==> src/rtl/gsbb_pkg.sv <==
`timescale 1ns / 1ps
// ---------------------------------------------------------------------------
// gsbb_pkg
// Types and constants for the glyph span bilinear blend unit.
// ---------------------------------------------------------------------------
package gsbb_pkg;

  localparam int unsigned CfgIdxW = 2;
  localparam int unsigned CfgDataW = 16;

  localparam logic [CfgIdxW-1:0] CFG_TEXT_COLOR = 2'd0;
  localparam logic [CfgIdxW-1:0] CFG_GLOBAL_ALPHA = 2'd1;

  localparam logic [15:0] MASK_RB = 16'hF81F;
  localparam logic [15:0] MASK_G = 16'h07E0;
  localparam logic [8:0] ALPHA_FULL = 9'd256;
  localparam logic [5:0] COV_MIN = 6'd8;
  localparam logic [5:0] A_MAX = 6'd63;
  localparam logic [6:0] A_ONE = 7'd64;

  typedef struct packed {
    logic [15:0] dest_pixel;
    logic [7:0] top_left_alpha;
    logic [7:0] top_right_alpha;
    logic [7:0] bottom_left_alpha;
    logic [7:0] bottom_right_alpha;
    logic [15:0] frac_x;
    logic [15:0] frac_y;
    logic right_edge;
    logic last_pixel;
  } in_t;

  typedef struct packed {
    logic [15:0] result_pixel;
    logic end_of_span;
  } out_t;

endpackage

==> src/rtl/glyph_span_bilinear_blend_unit.sv <==
`timescale 1ns / 1ps
// ---------------------------------------------------------------------------
// glyph_span_bilinear_blend_unit
// Bilinear glyph coverage, alpha scaling and RGB565 text blend per pixel.
// ---------------------------------------------------------------------------
// Usage:
//   Input: drive in_data and raise start; a beat is taken at every rising
//   edge with start high and busy low. busy is held low, so one pixel can
//   enter on every clock.
//   Output: out_valid strobes for one cycle with out_data; the receiver
//   has no way to stall, so every result must be taken as it appears.
//   Config: cfg_valid/cfg_ready with cfg_index (0 text colour, 1 global
//   alpha) and cfg_data; cfg_ready is always high. Write only while idle.
//   Throughput: one pixel per cycle, set by the six-stage pipeline
//   (horizontal multiply, horizontal add, vertical multiply, vertical add
//   with alpha multiply, weight, blend).
//   Reset (rst_n low, synchronous): pipeline emptied, text colour 0,
//   global alpha 256.
// ---------------------------------------------------------------------------
module glyph_span_bilinear_blend_unit (
  input  logic clk,
  input  logic rst_n,
  input  logic start,
  output logic busy,
  input  gsbb_pkg::in_t in_data,
  output logic out_valid,
  output gsbb_pkg::out_t out_data,
  input  logic cfg_valid,
  output logic cfg_ready,
  input  logic [gsbb_pkg::CfgIdxW-1:0] cfg_index,
  input  logic [gsbb_pkg::CfgDataW-1:0] cfg_data
);

  logic [15:0] text_color_r;
  logic [8:0] global_alpha_r;

  // stage valids
  logic [4:0] vld_r;

  // stage 1: horizontal products
  logic signed [25:0] s1_ptop_r, s1_pbot_r;
  logic [7:0] s1_tl_r, s1_bl_r;
  logic [15:0] s1_fy_r, s1_dst_r;
  logic s1_edge_r, s1_last_r;

  // stage 2: row values
  logic [7:0] s2_top_r, s2_bot_r;
  logic [15:0] s2_fy_r, s2_dst_r;
  logic s2_last_r;

  // stage 3: vertical product
  logic signed [25:0] s3_pv_r;
  logic [7:0] s3_top_r;
  logic [15:0] s3_dst_r;
  logic s3_last_r;

  // stage 4: scaled coverage
  logic [16:0] s4_scaled_r;
  logic [15:0] s4_dst_r;
  logic s4_last_r;

  // stage 5: blend weight
  logic [5:0] s5_a_r;
  logic s5_hit_r;
  logic [15:0] s5_dst_r;
  logic s5_last_r;

  logic out_valid_r;
  gsbb_pkg::out_t out_data_r;

  logic accept;
  logic signed [8:0] dtop, dbot, dv;
  logic [9:0] top_sum, bot_sum, v_sum;
  logic [8:0] ga_sat;
  logic [7:0] v_cov;
  logic [5:0] cov;
  logic [6:0] a_raw;
  logic [6:0] a_inv;
  logic [23:0] t_rb, t_g;
  logic [15:0] blended;

  assign busy = 1'b0;
  assign cfg_ready = 1'b1;
  assign accept = start && !busy;

  always_ff @(posedge clk) begin
    if (!rst_n) begin
      text_color_r <= '0;
      global_alpha_r <= gsbb_pkg::ALPHA_FULL;
    end else if (cfg_valid && cfg_ready) begin
      unique case (cfg_index)
        gsbb_pkg::CFG_TEXT_COLOR: text_color_r <= cfg_data;
        gsbb_pkg::CFG_GLOBAL_ALPHA: global_alpha_r <= cfg_data[8:0];
        default: ;
      endcase
    end
  end

  always_ff @(posedge clk) begin
    if (!rst_n) begin
      vld_r <= '0;
      out_valid_r <= 1'b0;
    end else begin
      vld_r <= {vld_r[3:0], accept};
      out_valid_r <= vld_r[4];
    end
  end

  always_comb begin
    dtop = $signed({1'b0, in_data.top_right_alpha}) - $signed({1'b0, in_data.top_left_alpha});
    dbot = $signed({1'b0, in_data.bottom_right_alpha})
         - $signed({1'b0, in_data.bottom_left_alpha});
  end

  always_ff @(posedge clk) begin
    s1_ptop_r <= 26'(dtop * $signed({1'b0, in_data.frac_x}));
    s1_pbot_r <= 26'(dbot * $signed({1'b0, in_data.frac_x}));
    s1_tl_r <= in_data.top_left_alpha;
    s1_bl_r <= in_data.bottom_left_alpha;
    s1_fy_r <= in_data.frac_y;
    s1_dst_r <= in_data.dest_pixel;
    s1_edge_r <= in_data.right_edge;
    s1_last_r <= in_data.last_pixel;
  end

  // arithmetic shift gives floor for negative differences
  always_comb begin
    top_sum = 10'($signed({2'b00, s1_tl_r}) + $signed(s1_ptop_r[25:16]));
    bot_sum = 10'($signed({2'b00, s1_bl_r}) + $signed(s1_pbot_r[25:16]));
  end

  always_ff @(posedge clk) begin
    s2_top_r <= s1_edge_r ? s1_tl_r : top_sum[7:0];
    s2_bot_r <= s1_edge_r ? s1_bl_r : bot_sum[7:0];
    s2_fy_r <= s1_fy_r;
    s2_dst_r <= s1_dst_r;
    s2_last_r <= s1_last_r;
  end

  assign dv = $signed({1'b0, s2_bot_r}) - $signed({1'b0, s2_top_r});

  always_ff @(posedge clk) begin
    s3_pv_r <= 26'(dv * $signed({1'b0, s2_fy_r}));
    s3_top_r <= s2_top_r;
    s3_dst_r <= s2_dst_r;
    s3_last_r <= s2_last_r;
  end

  always_comb begin
    v_sum = 10'($signed({2'b00, s3_top_r}) + $signed(s3_pv_r[25:16]));
    v_cov = v_sum[7:0];
    ga_sat = global_alpha_r[8] ? gsbb_pkg::ALPHA_FULL : global_alpha_r;
  end

  always_ff @(posedge clk) begin
    s4_scaled_r <= 17'(v_cov * ga_sat);
    s4_dst_r <= s3_dst_r;
    s4_last_r <= s3_last_r;
  end

  // coverage is at most 63 after the shift
  always_comb begin
    cov = s4_scaled_r[15:10];
    a_raw = 7'({1'b0, cov - gsbb_pkg::COV_MIN} << 1);
  end

  always_ff @(posedge clk) begin
    s5_hit_r <= cov > gsbb_pkg::COV_MIN;
    s5_a_r <= (a_raw > 7'(gsbb_pkg::A_MAX)) ? gsbb_pkg::A_MAX : a_raw[5:0];
    s5_dst_r <= s4_dst_r;
    s5_last_r <= s4_last_r;
  end

  always_comb begin
    a_inv = gsbb_pkg::A_ONE - 7'(s5_a_r);
    t_rb = 24'(s5_dst_r & gsbb_pkg::MASK_RB) * 24'(a_inv)
         + 24'(text_color_r & gsbb_pkg::MASK_RB) * 24'(s5_a_r);
    t_g = 24'(s5_dst_r & gsbb_pkg::MASK_G) * 24'(a_inv)
        + 24'(text_color_r & gsbb_pkg::MASK_G) * 24'(s5_a_r);
    blended = (t_rb[21:6] & gsbb_pkg::MASK_RB) | (t_g[21:6] & gsbb_pkg::MASK_G);
  end

  always_ff @(posedge clk) begin
    out_data_r.result_pixel <= s5_hit_r ? blended : s5_dst_r;
    out_data_r.end_of_span <= s5_last_r;
  end

  assign out_valid = out_valid_r;
  assign out_data = out_data_r;

endmodule

==> config.mk <==
export PLATFORM = sky130hd
export DESIGN_NAME = glyph_span_bilinear_blend_unit
export DESIGN_NICKNAME = d
export VERILOG_FILES = /design/src/rtl/gsbb_pkg.sv /design/src/rtl/glyph_span_bilinear_blend_unit.sv
export SDC_FILE = /design/constraint.sdc
export NUM_CORES = 2
export LEC_CHECK = 0
export BUFFER_PORTS_ARGS = -buffer_cell sky130_fd_sc_hd__buf_2
export CELL_PAD_IN_SITES_DETAIL_PLACEMENT = 1
export CELL_PAD_IN_SITES_GLOBAL_PLACEMENT = 1
export CORE_AREA = 10 10 266 268
export DETAILED_ROUTE_END_ITERATION = 10
export DIE_AREA = 0 0 276 278
export PLACE_DENSITY = 0.71
export SYNTH_ARGS = -nofsm -noshare
export SYNTH_HDL_FRONTEND = slang
export SYNTH_SLANG_ARGS = --single-unit
==> constraint.sdc <==
create_clock -name clk -period 8.44 [get_ports clk]
set_input_delay 1.688 -clock clk [delete_from_list [all_inputs] [get_ports clk]]
set_output_delay 1.688 -clock clk [all_outputs]
set_load 0.01 [all_outputs]
==> reports/results.ini <==
[final_layout]
final_cell_mix=inv_1, fa_1, ha_1, and2_1, nand2_1
final_nets=4086
mostFrequentLayoutCell=inv_1
area_growth_pct=10.26
layout-drive-gt1-share_pct=8.723

[sta]
slew_viol_final=0
final-hold-violation-count=0
period_share_pct=92.78
max_freq_mhz=127.7
setup_viol=0
clock_skew_ns=0.03170
grt_setup_unrepaired=no
min_period_ns=7.831
max-slew-margin-rel_pct=36.08
worstMarginPinSlew_ns=0.9575
setup_tns_ns=0

[place]
gp_congestion=0.8791
place_hpwl_microns=60840
io_buffers=121

[synthesis]
synth_edf_count=0
ys_ff_latch=243
synthCells=3022
synth_flop_cell=dfxtp_1
synth-seq-area-share_pct=16.67
syn-cell-area_sq_um=29180
async_reset_ff_share_pct=0
yosys_warnings=0
syn_nets=3970
synth.avg_cell_area_sq_um=9.655
synth_cell_types=65

[clock_tree]
clk_pin_slew_worst_paths_ns=0.06
post_cts_resized=0
cts_tree=yes
cts_buffers=34
post_cts_buffers=0
cts_buffer_depth=3
cts-root-buf=clkbuf_16
cts.htree.levels=2
hold_buffers=0
clock-sinks=243
clk-insertion-delay-late_ns=0.56

[worst_setup_path]
cpMaxStageDelayCell=fa_1
arrival_ns=8.29
crit_required_ns=8.90
start_kind=input pin
endpoint_kind=flip-flop
cpMostUsedCell=fa_1
crit_path_max_fanout=5
worstRegToRegCells=22
crit_type=in2reg
max_stage_delay_ns=0.53

[run_status]
outcome=finished, final reports clean

[global_route]
grt_pass1_vias=24300
grt_max_degree=32
grt_overflow_total=0
grt_first_pass_wirelength_microns=126000
antenna_found_initial=3
grt_usage_pct=19.93

[detailed_routing]
avgViaCountPerCell=5.147
dr.pass1.iters=5
wirelength_microns=75080
wl_per_cell_microns=18.63
vias=20740
drt_first_iter_violations=771
ant_nets=0
drc=0

[floorplanning]
dieWidth_microns=276
start_util_pct=44.62
die_area_sq_um=76730
core_region_area_sq_um=65390
die_height_microns=278
row_count=94
pin_count=124

[flow_run]
max_cap_violations=0

[worst_hold_path]
min_path_cells=0
hp-class=reg2reg

[layer usage]
| layer | share of wire, % | vias to the layer above | track usage (%) |
|---|---|---|---|
| met3 | 2.9 | 98 | 2.571 |
| li1 | - | 9626 | - |
| met1 | 42 | 10740 | 23.65 |
| met2 | 53 | 271 | 37.30 |
| met4 | 2.2 | 2 | 5.031 |
| met5 | 0.017 | - | 0 |
[Yosys cell counts, drive strengths merged (13+ instances only)]
cell type	instances	area share [%]
inv	514	6.6
fa	460	32
ha	384	16
and2	292	6.3
nand2	284	3.7
dfxtp	243	17
nor2	112	1.4
nand2b	105	2.3
clkbuf	79	1.0
xnor2	73	2.2
a21oi	52	0.89
nor3b	39	1.0
xor2	39	1.2
o21ai	38	0.65
nor2b	33	0.71
a21o	31	0.80
nor3	26	0.48
a21boi	24	0.62
o21a	17	0.44
or2	17	0.36
mux2	15	0.58
or3b	14	0.42
mux2i	13	0.45
[cells by family after synthesis]
group / count (synthesis) / share of synthesized area (%)
simple gates: 976 / 17.93
fa+ha+maj: 844 / 48.03
buf+inv: 597 / 7.706
flops: 243 / 16.67
compound gates: 217 / 5.017
xor+xnor: 115 / 3.594
mux: 28 / 1.025
other cells: 2 / 0.02574
[state kept, by name, indices dropped and copies added, names as in the netlist, 9 cells and up]
name and cells:
s2_dst_r 16, s1_dst_r 16, out_data 17, s3_dst_r 16, s1_fy_r 16, s5_dst_r 16
text_color_r 16, global_alpha_r 9, s4_dst_r 16, s2_fy_r 16
[stage by stage]
stage,area [sq um],utilization (%),hold WS [ns],setup WS (ns),instances
after floorplan,29180,-,0.3096,0.7065,3022
after global placement,30880,47.22,0.3102,0.2011,3966
after detailed placement,30880,47.22,0.3135,0.06446,3966
after CTS,32170,49.19,0.3233,0.6457,4028
after global routing,32170,49.20,0.3260,0.2881,4029
final,32170,49.20,0.3190,0.6091,4029
[area by class of cell]
class                           instances  area, sq um
Tap cell                              864         1081
Clock buffer                           41        907.1
Multi-Input combinational cell       2182        22090
Timing Repair Buffer                  162        913.4
Fill cell                            7497        33220
Antenna cell                            1        2.502
Inverter                              515         1933
Clock inverter                         21        381.6
Sequential cell                       243         4865
[critical path, delay by kind of cell]
family / cells / cell delay [ns]
simple gates: 4 / 0.92
compound gates: 9 / 2.00
buf+inv: 6 / 0.49
fa+ha+maj: 7 / 3.06
xor+xnor: 1 / 0.14
[final timing paths]
path                    start             to  slack (ns)
setup / recovery  in_data[43]  s1_pbot_r[21]        0.61
hold / removal    s2_dst_r[2]    s3_dst_r[2]        0.32
setup reg to reg    s5_a_r[1]   out_data[14]        1.42
hold reg to reg   s2_dst_r[2]    s3_dst_r[2]        0.32
Power is not shown: default switching activity piles up to over one toggle a cycle in this logic, so the estimate is an artifact.
